File: src/design/pwe_pkg.sv
// Shared types and constants of the pulse width extractor.
// Used by every module of the block; depends on nothing else.
package pwe_pkg;

   localparam int THRESH_WIDTH = 16;
   localparam int CSR_DATA_WIDTH = 16;
   localparam int CSR_INDEX_WIDTH = 2;
   localparam int LENGTH_WIDTH = 32;

   // Register indexes of the configuration port.
   localparam logic [CSR_INDEX_WIDTH-1:0] CSR_MODE = 2'd0;
   localparam logic [CSR_INDEX_WIDTH-1:0] CSR_POLARITY = 2'd1;
   localparam logic [CSR_INDEX_WIDTH-1:0] CSR_THRESH_HIGH = 2'd2;
   localparam logic [CSR_INDEX_WIDTH-1:0] CSR_THRESH_LOW = 2'd3;

   // Detection modes.
   localparam logic MODE_ZERO_CROSS = 1'b0;
   localparam logic MODE_SCHMITT = 1'b1;

   localparam logic [THRESH_WIDTH-1:0] THRESH_HIGH_RESET = 16'sd1000;
   localparam logic [THRESH_WIDTH-1:0] THRESH_LOW_RESET = -16'sd1000;

   typedef struct packed {
      logic                           mode;
      logic                           polarity;
      logic signed [THRESH_WIDTH-1:0] thresh_hi;
      logic signed [THRESH_WIDTH-1:0] thresh_lo;
   } pwe_cfg_type;

   typedef struct packed {
      logic [LENGTH_WIDTH-1:0] pulse_length;
      logic                    pulse_level;
      logic                    truncated;
      logic                    config_error;
      logic                    last_of_run;
   } pwe_result_type;

   // Results of one request: how many, and up to two of them in order.
   typedef struct packed {
      logic [1:0]     count;
      pwe_result_type res0;
      pwe_result_type res1;
   } pwe_step_type;

endpackage

File: src/design/pwe_req_if.sv
// Request channel of the pulse width extractor: one sample per request.
// Depends on nothing else.
interface pwe_req_if #(
   parameter int SAMPLE_WIDTH = 16
);
   logic                           valid;
   logic                           ready;
   logic signed [SAMPLE_WIDTH-1:0] sample;
   logic                           last_sample;

   modport source (output valid, output sample, output last_sample, input ready);
   modport sink (input valid, input sample, input last_sample, output ready);
endinterface

File: src/design/pwe_rsp_if.sv
// Result channel of the pulse width extractor: one pulse per transfer.
// Depends on nothing else.
interface pwe_rsp_if;
   logic        valid;
   logic        ready;
   logic [31:0] pulse_length;
   logic        pulse_level;
   logic        truncated;
   logic        config_error;
   logic        last_of_run;

   modport source (output valid, output pulse_length, output pulse_level,
                   output truncated, output config_error, output last_of_run,
                   input ready);
   modport sink (input valid, input pulse_length, input pulse_level,
                 input truncated, input config_error, input last_of_run,
                 output ready);
endinterface

File: src/design/pwe_core.sv
// Level detector and run-length counter of the pulse width extractor.
// Depends on pwe_pkg for the configuration, result and step types.
module pwe_core #(
   parameter int SAMPLE_WIDTH = 16,
   parameter int COUNT_WIDTH = 32
) (
   input  logic                           clock,
   input  logic                           reset,
   input  logic                           step,
   input  logic signed [SAMPLE_WIDTH-1:0] sample,
   input  logic                           last_sample,
   input  pwe_pkg::pwe_cfg_type           cfg,
   output pwe_pkg::pwe_step_type          result
);

   localparam int CW = ((SAMPLE_WIDTH > pwe_pkg::THRESH_WIDTH) ?
                        SAMPLE_WIDTH : pwe_pkg::THRESH_WIDTH) + 1;
   localparam logic [COUNT_WIDTH-1:0] COUNT_MAX = {COUNT_WIDTH{1'b1}};
   localparam logic signed [CW-1:0] S_ZERO = '0;

   logic                   level_ff, level_in;
   logic [COUNT_WIDTH-1:0] run_ff, run_in;
   logic                   settled_ff, settled_in;
   logic                   buffer_start_ff, buffer_start_in;

   logic                   lvl0;
   logic [COUNT_WIDTH-1:0] run0;
   logic [COUNT_WIDTH-1:0] run_bump;
   logic                   set0;
   logic signed [CW-1:0]   s_ext, th_ext, tl_ext, hi, lo;
   logic                   zc_level;
   logic                   invalid;
   logic                   done;
   logic [COUNT_WIDTH-1:0] done_len;
   logic                   done_lvl;
   logic                   lvl_mid;
   logic [COUNT_WIDTH-1:0] run_mid;
   logic                   set_mid;
   pwe_pkg::pwe_result_type done_res, end_res, err_res;

   // The first sample of a buffer sees cleared state.
   assign lvl0 = buffer_start_ff ? 1'b0 : level_ff;
   assign run0 = buffer_start_ff ? '0 : run_ff;
   assign set0 = buffer_start_ff ? 1'b0 : settled_ff;
   assign run_bump = (run0 == COUNT_MAX) ? run0 : run0 + 1'b1;

   assign s_ext = {{(CW-SAMPLE_WIDTH){sample[SAMPLE_WIDTH-1]}}, sample};
   assign th_ext = {{(CW-pwe_pkg::THRESH_WIDTH){cfg.thresh_hi[pwe_pkg::THRESH_WIDTH-1]}},
                    cfg.thresh_hi};
   assign tl_ext = {{(CW-pwe_pkg::THRESH_WIDTH){cfg.thresh_lo[pwe_pkg::THRESH_WIDTH-1]}},
                    cfg.thresh_lo};
   assign hi = cfg.polarity ? -tl_ext : th_ext;
   assign lo = cfg.polarity ? -th_ext : tl_ext;
   assign invalid = (cfg.mode == pwe_pkg::MODE_SCHMITT) && (hi <= lo);
   assign zc_level = cfg.polarity ? (s_ext <= S_ZERO) : (s_ext >= S_ZERO);

   always_comb begin
      done = 1'b0;
      done_len = run0;
      done_lvl = lvl0;
      lvl_mid = lvl0;
      run_mid = run_bump;
      set_mid = set0;
      if (cfg.mode == pwe_pkg::MODE_ZERO_CROSS) begin
         if (buffer_start_ff) begin
            lvl_mid = zc_level;
            run_mid = COUNT_WIDTH'(1);
         end else if (zc_level != lvl0) begin
            done = 1'b1;
            lvl_mid = zc_level;
            run_mid = COUNT_WIDTH'(1);
         end
      end else if (invalid) begin
         // Ignored sample: nothing is counted.
         run_mid = run0;
      end else if (!set0) begin
         if (s_ext >= hi || s_ext <= lo) begin
            set_mid = 1'b1;
            lvl_mid = (s_ext >= hi);
            run_mid = COUNT_WIDTH'(1);
         end
      end else if ((lvl0 && s_ext <= lo) || (!lvl0 && s_ext >= hi)) begin
         done = 1'b1;
         lvl_mid = ~lvl0;
         run_mid = COUNT_WIDTH'(1);
      end
   end

   always_comb begin
      done_res.pulse_length = 32'(done_len);
      done_res.pulse_level = done_lvl;
      done_res.truncated = 1'b0;
      done_res.config_error = 1'b0;
      done_res.last_of_run = ~last_sample;

      end_res.pulse_length = 32'(run_mid);
      end_res.pulse_level = lvl_mid;
      end_res.truncated = 1'b1;
      end_res.config_error = 1'b0;
      end_res.last_of_run = 1'b1;

      err_res.pulse_length = '0;
      err_res.pulse_level = 1'b0;
      err_res.truncated = 1'b0;
      err_res.config_error = 1'b1;
      err_res.last_of_run = 1'b1;

      result.res1 = end_res;
      if (invalid) begin
         result.count = {1'b0, last_sample};
         result.res0 = err_res;
      end else if (done) begin
         result.count = last_sample ? 2'd2 : 2'd1;
         result.res0 = done_res;
      end else begin
         result.count = {1'b0, last_sample};
         result.res0 = end_res;
      end
   end

   always_comb begin
      buffer_start_in = last_sample;
      if (last_sample) begin
         level_in = 1'b0;
         run_in = '0;
         settled_in = 1'b0;
      end else begin
         level_in = lvl_mid;
         run_in = run_mid;
         settled_in = set_mid;
      end
   end

   always_ff @(posedge clock) begin
      if (reset) begin
         level_ff <= 1'b0;
         run_ff <= '0;
         settled_ff <= 1'b0;
         buffer_start_ff <= 1'b1;
      end else if (step) begin
         level_ff <= level_in;
         run_ff <= run_in;
         settled_ff <= settled_in;
         buffer_start_ff <= buffer_start_in;
      end
   end

endmodule

File: src/design/pwe_out_fifo.sv
// Two-entry result queue of the pulse width extractor; takes up to two
// results per cycle and hands out one. Depends on pwe_pkg.
module pwe_out_fifo (
   input  logic                    clock,
   input  logic                    reset,
   input  logic [1:0]              push_count,
   input  pwe_pkg::pwe_result_type push0,
   input  pwe_pkg::pwe_result_type push1,
   input  logic                    pop,
   output logic [1:0]              free,
   output logic                    head_valid,
   output pwe_pkg::pwe_result_type head
);

   pwe_pkg::pwe_result_type entry_ff [2];
   pwe_pkg::pwe_result_type entry_in [2];
   logic [1:0]              count_ff, count_in;
   logic [1:0]              count_kept;

   assign head_valid = (count_ff != 2'd0);
   assign head = entry_ff[0];
   assign count_kept = count_ff - {1'b0, pop};
   assign free = 2'd2 - count_kept;
   assign count_in = count_kept + push_count;

   // Entry 0 is always the oldest; a pop shifts entry 1 down.
   always_comb begin
      entry_in[0] = pop ? entry_ff[1] : entry_ff[0];
      entry_in[1] = entry_ff[1];
      if (push_count != 2'd0) begin
         entry_in[count_kept[0]] = push0;
      end
      if (push_count == 2'd2) begin
         entry_in[1] = push1;
      end
   end

   always_ff @(posedge clock) begin
      if (reset) begin
         count_ff <= 2'd0;
      end else begin
         count_ff <= count_in;
      end
   end

   always_ff @(posedge clock) begin
      entry_ff[0] <= entry_in[0];
      entry_ff[1] <= entry_in[1];
   end

endmodule

File: src/design/pulse_width_extractor.sv
// Top level of the pulse width extractor: input register, configuration
// registers, level detector and result queue. Depends on pwe_pkg,
// pwe_req_if, pwe_rsp_if, pwe_core and pwe_out_fifo.
//
//   channel    direction  carries
//   req_chan   in         sample, last_sample
//   rsp_chan   out        pulse_length, pulse_level, truncated,
//                         config_error, last_of_run
//   csr_*      in         csr_we, csr_index, csr_wdata (write only)
//
// A request is registered at acceptance and moves into the result queue once
// the queue has room for all of its results; its first result is offered
// from then on. One request per cycle is sustained while the queue has room;
// results leave at one per cycle, so a request with two results can hold
// the request side. Synchronous reset clears the pulse state and
// the queue and sets the registers to their defaults. A stalled result side
// backs up through the two-entry queue into the request side.
module pulse_width_extractor #(
   parameter int SAMPLE_WIDTH = 16,
   parameter int COUNT_WIDTH = 32
) (
   input  logic                                  clock,
   input  logic                                  reset,
   pwe_req_if.sink                               req_chan,
   pwe_rsp_if.source                             rsp_chan,
   input  logic                                  csr_we,
   input  logic [pwe_pkg::CSR_INDEX_WIDTH-1:0]   csr_index,
   input  logic [pwe_pkg::CSR_DATA_WIDTH-1:0]    csr_wdata
);

   pwe_pkg::pwe_cfg_type           cfg_ff;
   logic                           in_valid_ff;
   logic signed [SAMPLE_WIDTH-1:0] sample_ff;
   logic                           last_ff;
   logic                           step;
   logic                           pop;
   logic [1:0]                     free;
   logic                           head_valid;
   pwe_pkg::pwe_step_type          step_res;
   pwe_pkg::pwe_result_type        head;

   always_ff @(posedge clock) begin
      if (reset) begin
         cfg_ff.mode <= pwe_pkg::MODE_ZERO_CROSS;
         cfg_ff.polarity <= 1'b0;
         cfg_ff.thresh_hi <= pwe_pkg::THRESH_HIGH_RESET;
         cfg_ff.thresh_lo <= pwe_pkg::THRESH_LOW_RESET;
      end else if (csr_we) begin
         case (csr_index)
            pwe_pkg::CSR_MODE: begin
               cfg_ff.mode <= csr_wdata[0];
            end
            pwe_pkg::CSR_POLARITY: begin
               cfg_ff.polarity <= csr_wdata[0];
            end
            pwe_pkg::CSR_THRESH_HIGH: begin
               cfg_ff.thresh_hi <= csr_wdata[pwe_pkg::THRESH_WIDTH-1:0];
            end
            pwe_pkg::CSR_THRESH_LOW: begin
               cfg_ff.thresh_lo <= csr_wdata[pwe_pkg::THRESH_WIDTH-1:0];
            end
            default: begin
            end
         endcase
      end
   end

   // The registered request moves on once the queue has room for all of
   // its results.
   assign step = in_valid_ff && (step_res.count <= free);
   assign req_chan.ready = !in_valid_ff || step;

   always_ff @(posedge clock) begin
      if (reset) begin
         in_valid_ff <= 1'b0;
      end else if (req_chan.ready) begin
         in_valid_ff <= req_chan.valid;
      end
   end

   always_ff @(posedge clock) begin
      if (req_chan.valid && req_chan.ready) begin
         sample_ff <= req_chan.sample;
         last_ff <= req_chan.last_sample;
      end
   end

   pwe_core #(
      .SAMPLE_WIDTH (SAMPLE_WIDTH),
      .COUNT_WIDTH  (COUNT_WIDTH)
   ) u_core (
      .clock       (clock),
      .reset       (reset),
      .step        (step),
      .sample      (sample_ff),
      .last_sample (last_ff),
      .cfg         (cfg_ff),
      .result      (step_res)
   );

   assign pop = head_valid && rsp_chan.ready;

   pwe_out_fifo u_out_fifo (
      .clock      (clock),
      .reset      (reset),
      .push_count (step ? step_res.count : 2'd0),
      .push0      (step_res.res0),
      .push1      (step_res.res1),
      .pop        (pop),
      .free       (free),
      .head_valid (head_valid),
      .head       (head)
   );

   assign rsp_chan.valid = head_valid;
   assign rsp_chan.pulse_length = head.pulse_length;
   assign rsp_chan.pulse_level = head.pulse_level;
   assign rsp_chan.truncated = head.truncated;
   assign rsp_chan.config_error = head.config_error;
   assign rsp_chan.last_of_run = head.last_of_run;

endmodule

File: src/flat_wrapper.sv
// flat-port wrapper written by rule: the top's interface ports become plain ports
module pulse_width_extractor_flat 
#(
   parameter int SAMPLE_WIDTH = 16,
   parameter int COUNT_WIDTH = 32
)
  (clock, reset, csr_we, csr_index, csr_wdata, req_chan_valid, req_chan_sample, req_chan_last_sample, req_chan_ready, rsp_chan_valid, rsp_chan_pulse_length, rsp_chan_pulse_level, rsp_chan_truncated, rsp_chan_config_error, rsp_chan_last_of_run, rsp_chan_ready);
  pwe_req_if #(.SAMPLE_WIDTH(SAMPLE_WIDTH)) req_chan_i ();
  pwe_rsp_if rsp_chan_i ();
  input  logic clock;
  input  logic reset;
  input  logic csr_we;
  input  logic [pwe_pkg::CSR_INDEX_WIDTH-1:0] csr_index;
  input  logic [pwe_pkg::CSR_DATA_WIDTH-1:0] csr_wdata;
  input wire logic [$bits(req_chan_i.valid)-1:0] req_chan_valid;
  input wire logic [$bits(req_chan_i.sample)-1:0] req_chan_sample;
  input wire logic [$bits(req_chan_i.last_sample)-1:0] req_chan_last_sample;
  output wire logic [$bits(req_chan_i.ready)-1:0] req_chan_ready;
  output wire logic [$bits(rsp_chan_i.valid)-1:0] rsp_chan_valid;
  output wire logic [$bits(rsp_chan_i.pulse_length)-1:0] rsp_chan_pulse_length;
  output wire logic [$bits(rsp_chan_i.pulse_level)-1:0] rsp_chan_pulse_level;
  output wire logic [$bits(rsp_chan_i.truncated)-1:0] rsp_chan_truncated;
  output wire logic [$bits(rsp_chan_i.config_error)-1:0] rsp_chan_config_error;
  output wire logic [$bits(rsp_chan_i.last_of_run)-1:0] rsp_chan_last_of_run;
  input wire logic [$bits(rsp_chan_i.ready)-1:0] rsp_chan_ready;
  assign req_chan_i.valid = req_chan_valid;
  assign req_chan_i.sample = req_chan_sample;
  assign req_chan_i.last_sample = req_chan_last_sample;
  assign req_chan_ready = req_chan_i.ready;
  assign rsp_chan_valid = rsp_chan_i.valid;
  assign rsp_chan_pulse_length = rsp_chan_i.pulse_length;
  assign rsp_chan_pulse_level = rsp_chan_i.pulse_level;
  assign rsp_chan_truncated = rsp_chan_i.truncated;
  assign rsp_chan_config_error = rsp_chan_i.config_error;
  assign rsp_chan_last_of_run = rsp_chan_i.last_of_run;
  assign rsp_chan_i.ready = rsp_chan_ready;
  pulse_width_extractor #(.SAMPLE_WIDTH(SAMPLE_WIDTH), .COUNT_WIDTH(COUNT_WIDTH)) u_core (.clock(clock), .reset(reset), .req_chan(req_chan_i), .rsp_chan(rsp_chan_i), .csr_we(csr_we), .csr_index(csr_index), .csr_wdata(csr_wdata));
endmodule
File: config.mk
export PLATFORM = sky130hd
export DESIGN_NAME = pulse_width_extractor_flat
export DESIGN_NICKNAME = d
export VERILOG_FILES = /design/src/design/pwe_pkg.sv /design/src/design/pwe_req_if.sv /design/src/design/pwe_rsp_if.sv /design/src/design/pwe_core.sv /design/src/design/pwe_out_fifo.sv /design/src/design/pulse_width_extractor.sv /design/src/flat_wrapper.sv
export SDC_FILE = /design/constraint.sdc
export NUM_CORES = 1
export LEC_CHECK = 0
export BUFFER_PORTS_ARGS = -buffer_cell sky130_fd_sc_hd__buf_2
export CAP_MARGIN = 40
export CORE_ASPECT_RATIO = 1.25
export CORE_MARGIN = 1
export CORE_UTILIZATION = 50
export DETAILED_ROUTE_END_ITERATION = 7
export PLACE_DENSITY = 0.72
export SKIP_CTS_REPAIR_TIMING = 1
export SYNTH_ARGS = -nofsm -noshare
export SYNTH_HDL_FRONTEND = slang
export SYNTH_SLANG_ARGS = --single-unit
File: constraint.sdc
create_clock -name clock -period 6.51 [get_ports clock]
set_input_delay 0.651 -clock clock [delete_from_list [all_inputs] [get_ports clock]]
set_output_delay 0.651 -clock clock [all_outputs]
set_load 0.05 [all_outputs]
# Word-level counts from Yosys, hierarchy flattened

Memories as Yosys holds them, arrays and structs flattened.
Index checks and enable logic that the tools add are counted.

Memories: 1
Register bits: 89
RAM bits: 72
Input port bits: 40
Logic and storage cells: 99

Memory list:

| memory                     | words | width | read ports | clocked after Yosys merged registers in | wr ports | line               | RTL |
|---|---|---|---|---|---|---|---|
| u_core.u_out_fifo.entry_ff | 2     | 36    | 2          | 0                                       | 2        | pwe_out_fifo.sv:15 | `pwe_pkg::pwe_result_type entry_ff [2];` |

Equality and inequality tests: 6
Add/sub/neg operators: 6
Reduce and logical (&&, ||, !) cells: 19
$lt $le $gt $ge: 8
Mux-type cells: 44
Bitwise operators: 3

Operators with widths:

| operator                                                           | count |
|---|---|
| 2-to-1 mux 32 bit                                                  | 10 |
| 2-to-1 mux 36 bit                                                  | 3 |
| 2-to-1 mux 38 bit                                                  | 2 |
| bitwise mux 72 bit                                                 | 1 |
| 2-to-1 mux 72 bit                                                  | 1 |
| demux 36 bit (select 1 bit)                                        | 1 |
| 2-to-1 mux 17 bit                                                  | 2 |
| negation 16 -> 17 bit                                              | 2 |
| adder 32 x 1 -> 32 bit, second input constant                      | 1 |
| == test 32 bit, second input constant                              | 1 |
| 2-to-1 mux 1 bit                                                   | 22 |
| greater-or-equal comparator 16 x 17 -> 1 bit                       | 1 |
| less-or-equal comparator 16 x 17 -> 1 bit                          | 1 |
| less-or-equal comparator 17 bit                                    | 1 |
| greater-or-equal comparator 16 x 1 -> 1 bit, second input constant | 1 |
| less-or-equal comparator 16 x 1 -> 1 bit, second input constant    | 1 |
| AND reduction 2 bit                                                | 4 |
| logical AND 1 bit                                                  | 7 |
| == test 2 bit, second input constant                               | 3 |
| 2-to-1 mux 2 bit                                                   | 2 |
| nonzero test 2 bit                                                 | 2 |
| logical OR 1 bit                                                   | 3 |
| adder 2 bit                                                        | 1 |
| == test 2 x 1 -> 1 bit, second input constant                      | 1 |
| 10 further kinds                                                   | 12 |

# Logic depth before layout (Yosys ltp)

Depth in word-level cells: 17
Depth in mapped cells: 35

# Cells and area by module

From an unflattened synthesis, not the netlist that was laid out.

Cell total of the unflattened synthesis: 1,303
Area, all modules: 10,884.2 um2

By module, submodules not included:

| module                | cells an instance | area each (um2) | seq. area each (um2) | instances |
|---|---|---|---|---|
| pwe_core              | 832               | 5,659.2         | 700.7                | 1 |
| pwe_out_fifo          | 287               | 3,316.9         | 1,841.8              | 1 |
| pulse_width_extractor | 184               | 1,908.1         | 1,211.2              | 1 |

# Worst setup path after synthesis

OpenSTA, ideal clock, no wires.

Path type: register -> register
Start point: register u_core.cfg_ff[16] (netlist name)
End point: memory u_core.u_out_fifo.entry_ff[0][39] in the netlist's numbering (enable)
Data arrival time: 6,417 ps
Setup time: 391 ps
Period minus slack after synthesis: 6,808 ps
Setup slack: -298 ps
Stages on the path, launching flop included: 29
Cell sequence: dfxtp_1 > clkbuf_1 > inv_1 > ha_1 > or4b_1 > buf_2 > or3_1 > a31oi_1 > ha_1 > a21o_1 > a21oi_1 > nor4bb_1 > o2111ai_1 > a21oi_2 > nor3_1 > o41a_4 > inv_2 > buf_4 > ha_1 > mux2_2 > inv_1 > ha_1 > nor2b_1 > o21ai_0 > nand2_1 > clkbuf_1 > a211o_1 > buf_2 > nand2_1

RTL lines:

| what             | line |
|---|---|
| end: declaration | pwe_out_fifo.sv:15 |

# Worst setup path after layout

Start point: register u_core.cfg_ff[21] in the netlist's numbering
End point: output req_chan_ready

Word-level cells in the longest chain between the ends: 14
Elaborated cells between the ends (all ways): 19

Ends and longest elaborated chain:

| what                                      | line                        | RTL |
|---|---|---|
| start: declaration                        | pulse_width_extractor.sv:31 | `pwe_pkg::pwe_cfg_type cfg_ff;` |
| negation 16 -> 17 bit                     | pwe_core.sv:53              | `assign lo = cfg.polarity ? -th_ext : tl_ext;` |
| 2-to-1 mux 17 bit                         | pwe_core.sv:53              |  |
| less-or-equal comparator 16 x 17 -> 1 bit | pwe_core.sv:82              | `end else if ((lvl0 && s_ext <= lo) \|\| (!lvl0 && s_ext >= hi)) begin` |
| logical AND 1 bit                         | pwe_core.sv:82              |  |
| logical OR 1 bit                          | pwe_core.sv:82              |  |
| 2-to-1 mux 1 bit                          | pwe_core.sv:82              |  |
| 2-to-1 mux 1 bit                          | pwe_core.sv:76              | `end else if (!set0) begin` |
| 2-to-1 mux 1 bit                          | pwe_core.sv:73              | `end else if (invalid) begin` |
| 2-to-1 mux 1 bit                          | pwe_core.sv:64              | `if (cfg.mode == pwe_pkg::MODE_ZERO_CROSS) begin` |
| 2-to-1 mux 38 bit                         | pwe_core.sv:112             | `end else if (done) begin` |
| 2-to-1 mux 38 bit *                       | pwe_core.sv:109             | `if (invalid) begin` |
| less-or-equal comparator 2 bit *          | pulse_width_extractor.sv:70 | `assign step = in_valid_ff && (step_res.count <= free);` |
| logical AND 1 bit *                       | pulse_width_extractor.sv:70 |  |
| logical OR 1 bit *                        | pulse_width_extractor.sv:71 | `assign req_chan.ready = !in_valid_ff \|\| step;` |
| end: declaration                          | flat_wrapper.sv:18          | `output wire logic [$bits(req_chan_i.ready)-1:0] req_chan_ready;` |

Mark *: on every way between the ends. The rest lies on a longest branch, timed or not.

==> flow_results.org <==
** Timing
- The number of max-slew violations in the final report was 0.
- Time the worst path needs with I/O delays and setup :: 6.151 ns
- At the pin with the least slew margin, the transition time is 1.008 ns.
- Achievable frequency :: 0.1626 GHz
- In the post-route analysis, the smallest setup slack over all paths is 0.3589 ns.
- Setup violations remaining at the end of the flow were counted as 0.
- Post-route clock period utilization :: 94.49%
- Post-route setup TNS :: 0 ns
- Across all hold checks on the routed design, the worst slack comes to 0.3824 ns.
- The worst pin sits at a relative slew slack of 32.82%.
- Setup repair after global routing could not meet its margin everywhere.
- The hold violation total from the final report came to 0.
- Final Skew :: 0.01423 ns

** Synth
- The average instance in the mapped netlist occupies 8.336 µm².
- Summing every instance area after synthesis gives 10520 µm².
- In the synthesized netlist the async set-or-reset flop fraction comes to 0%.
- Synth top area cells :: sky130_fd_sc_hd__dfxtp_1 21%, sky130_fd_sc_hd__edfxtp_1 14%, sky130_fd_sc_hd__nand2_1 7.4%, sky130_fd_sc_hd__ha_1 6.4%, sky130_fd_sc_hd__a21oi_1 3.4%
- Sequential cells were found to cover 35.39% of the synthesized design area.
- Warning count from the yosys run :: 0
- The largest total area in the synthesized netlist belongs to sky130_fd_sc_hd__dfxtp_1.
- When the netlist entered floorplanning its net count stood at 1356.
- Number of cells produced by synthesis :: 1262
- Post-synth EDFFs :: 50
- Sorting the synthesized cells by how often they occur yields 208 x sky130_fd_sc_hd__nand2_1, 111 x sky130_fd_sc_hd__dfxtp_1, 81 x sky130_fd_sc_hd__nor2_1.
- For this run, the leading register cell type out of synthesis is sky130_fd_sc_hd__dfxtp_1.
- #FFs+latches synth :: 161
- Most numerous cell in the Yosys netlist :: sky130_fd_sc_hd__nand2_1
- Unique cell type count in the Yosys netlist :: 81
- Of the post-synthesis cell area, the dominant cell type holds 21.12%.

** Power and ir drop
- The analysis attributes to cell leakage a power of 4.531 nW.
- For this design the ratio of total power to cell area is 327.6 nW/µm².
- Total power :: 3.906 mW
- Worst vdd rail ir drop :: 0.0002230 V

** Setup path
- The worst setup path is captured at an output pin.
- Worst Setup Path Type :: flop to output pin
- In this run the register-to-register setup slack is 0.40 ns.
- Top cell by count, worst path :: sky130_fd_sc_hd__ha_1
- CP top delay family :: simple AND/OR/NAND/NOR gates
- Maximum cell stage delay along the critical path :: 0.46 ns
- The worst setup path is launched from a flop.
- Critical-path cell list :: nor3_4 -> nand3_1 -> or4_1 -> or3_1 -> a31oi_4 -> ha_1 -> a21o_1 -> a21oi_1 -> nor4bb_4 -> o2111ai_1 -> a21oi_2 -> nor3_1 -> o41a_4 -> inv_2 -> ha_1 -> mux2_2 -> inv_1 -> ha_1 -> nand2_1 -> o21ai_1 -> buf_4 -> inv_1 -> nand2_1 -> clkbuf_4
- Data arrives at the worst endpoint at 5.50 ns.
- Max FO, Critical Path :: 3
- CP max-delay cell :: sky130_fd_sc_hd__or4_1
- The critical path contains buffers and inverters numbering 5 combined.
- WP data required :: 5.86 ns

** Placement
- Setup slack after placement :: -0.1541 ns
- Routability congestion estimate :: 0.9801
- Sum of net half-perimeters after detailed placement :: 24.03 mm
- Number of port buffers :: 77
- The placed instances occupy a cell area of 11140 µm².

** Outcome
- Outcome :: completed

** Floorplan
- 78 I/O pins were placed.
- Initial cell density of the core :: 51.59%
- Full die area :: 21630 µm²
- Number of cell rows :: 58
- The die is 131.7 µm wide.
- The floorplan step defined a core boundary enclosing 20390 µm².
- In this run the vertical extent of the chip is 164.2 µm.

** Global route
- Summed over all layers, the global routing overflow is 0.
- Global routing used 31.57% of the available met1 tracks.
- Wire length of the first global-routing pass :: 51.16 mm
- For met3 alone, demand over resource in global routing was 5.185%.
- The number of global-route vias before repair was 9742.
- Most heavily used metal layer in global routing :: met2
- For this run, global-route usage on met2 was measured as 57.53%.
- Entering global routing, the biggest net connects 44 pins.
- Global routing used 30.61% of the available tracks across all layers.
- Number of antenna violations at the first check in global routing :: 0

** Min path
- The min-delay analysis places its worst path in the category input pin to flop.

** Detailed routing
- Number of DRC violations after detailed routing :: 0
- Before antenna repair, the detailed router went through 8 iterations.
- Routed vias/inst :: 6.175
- Vias :: 9898
- The final layout contains routed wiring with a total length of 33.38 mm.
- The detailed router finished its first iteration with 1068 violations.
- Once detail routing completed, the nets flagged for antenna violations numbered 0.
- Post-DR wirelength/cell :: 20.82 µm

** Clock network
- Maximum number of buffers from clock root to sink :: 2
- The H-tree was split into 4 levels.
- After clock tree synthesis, the clock-pin slew on the worst setup and hold paths is 0.07 ns.
- Clock sink total :: 161
- The number of clock buffers added by TritonCTS is 17.
- CTS tree :: yes
- Clock root cell :: sky130_fd_sc_hd__clkbuf_16
- Latest clock arrival within the worst-skew pair :: 0.44 ns

** Job
- Count of max-cap constraint violations :: 0

** Final layout
- Number of diodes added for antenna fixing :: 0
- Cells with a size suffix above 1 make up 16.95% of the layout.
- Compared with the post-synthesis result, the final layout area differs by 13.31%.
- With fillers left out, the area of the finished cells amounts to 11920 µm².
- NumNets Final :: 1414
-- power breakdown --
group          total [mW]  switching, mW  internal, mW
logic                1.49           1.02         0.467
clock network        1.09          0.495         0.594
registers            1.33          0.118          1.21
-- cell families after synthesis --
group | Yosys count | share of synthesized area (%)
and+or+nand+nor | 506 | 23.20
adders and majority gates | 54 | 6.422
xor gates and xnor gates | 52 | 4.329
DFF | 161 | 35.39
muxes | 42 | 4.151
AOI/OAI and AO/OA | 303 | 19.46
buffers and inverters | 144 | 7.041
-- final cells by class --
cell class / count / area, µm²
tap: 270 / 337.8
clock inverter: 15 / 205.2
fill: 1862 / 8472
inverter: 47 / 176.4
multi-input combinational: 958 / 6186
timing repair buffer: 135 / 864.6
sequential: 161 / 3725
clock buffer: 17 / 425.4
-- registers in the layout (all words and copies together), names as in the netlist --
name                           count
u_core.u_out_fifo.count_ff         2
u_core.u_core.buffer_start_ff      1
u_core.sample_ff                  16
u_core.u_core.run_ff              32
u_core.u_out_fifo.entry_ff        72
u_core.in_valid_ff                 1
u_core.u_core.level_ff             1
u_core.last_ff                     1
u_core.u_core.settled_ff           1
u_core.cfg_ff                     34
-- per-layer routing --
| metal | routed length [µm] | vias to the layer above |
|---|---|---|
| met5 | 0 | - |
| met4 | 1812 | 0 |
| met3 | 1955 | 136 |
| met2 | 17550 | 421 |
| met1 | 12060 | 4696 |
| li1 | - | 4645 |
-- through the flow --
stage	cells	utilization [%]
after floorplan	1262	-
after global placement	1564	54.58
after detailed placement	1565	54.64
after CTS	1597	57.73
after global routing	1603	58.46
final	1603	58.46
-- cell usage in the layout, fill, tap and decap left out, types with 32 or more instances in the layout --
master,n
sky130_fd_sc_hd__a21oi_1,70
sky130_fd_sc_hd__buf_4,54
sky130_fd_sc_hd__o21ai_0,56
sky130_fd_sc_hd__xnor2_1,32
sky130_fd_sc_hd__nand2_1,205
sky130_fd_sc_hd__dfxtp_1,110
sky130_fd_sc_hd__inv_1,44
sky130_fd_sc_hd__buf_2,76
sky130_fd_sc_hd__ha_1,54
sky130_fd_sc_hd__nor2_1,80
sky130_fd_sc_hd__edfxtp_1,50
-- final timing paths --
path                            cells past startpoint                                end                         startpoint
worst max-delay path                               24                     req_chan_ready                  u_core.cfg_ff[21]
worst min-delay path                                1               u_core.sample_ff[11]                req_chan_sample[11]
worst max register to register                     27  u_core.u_out_fifo.entry_ff[0][65]                  u_core.cfg_ff[21]
worst min register to register                      1  u_core.u_out_fifo.entry_ff[0][36]  u_core.u_out_fifo.entry_ff[0][36]
No activity file was read; power rests on OpenSTA's default activity.
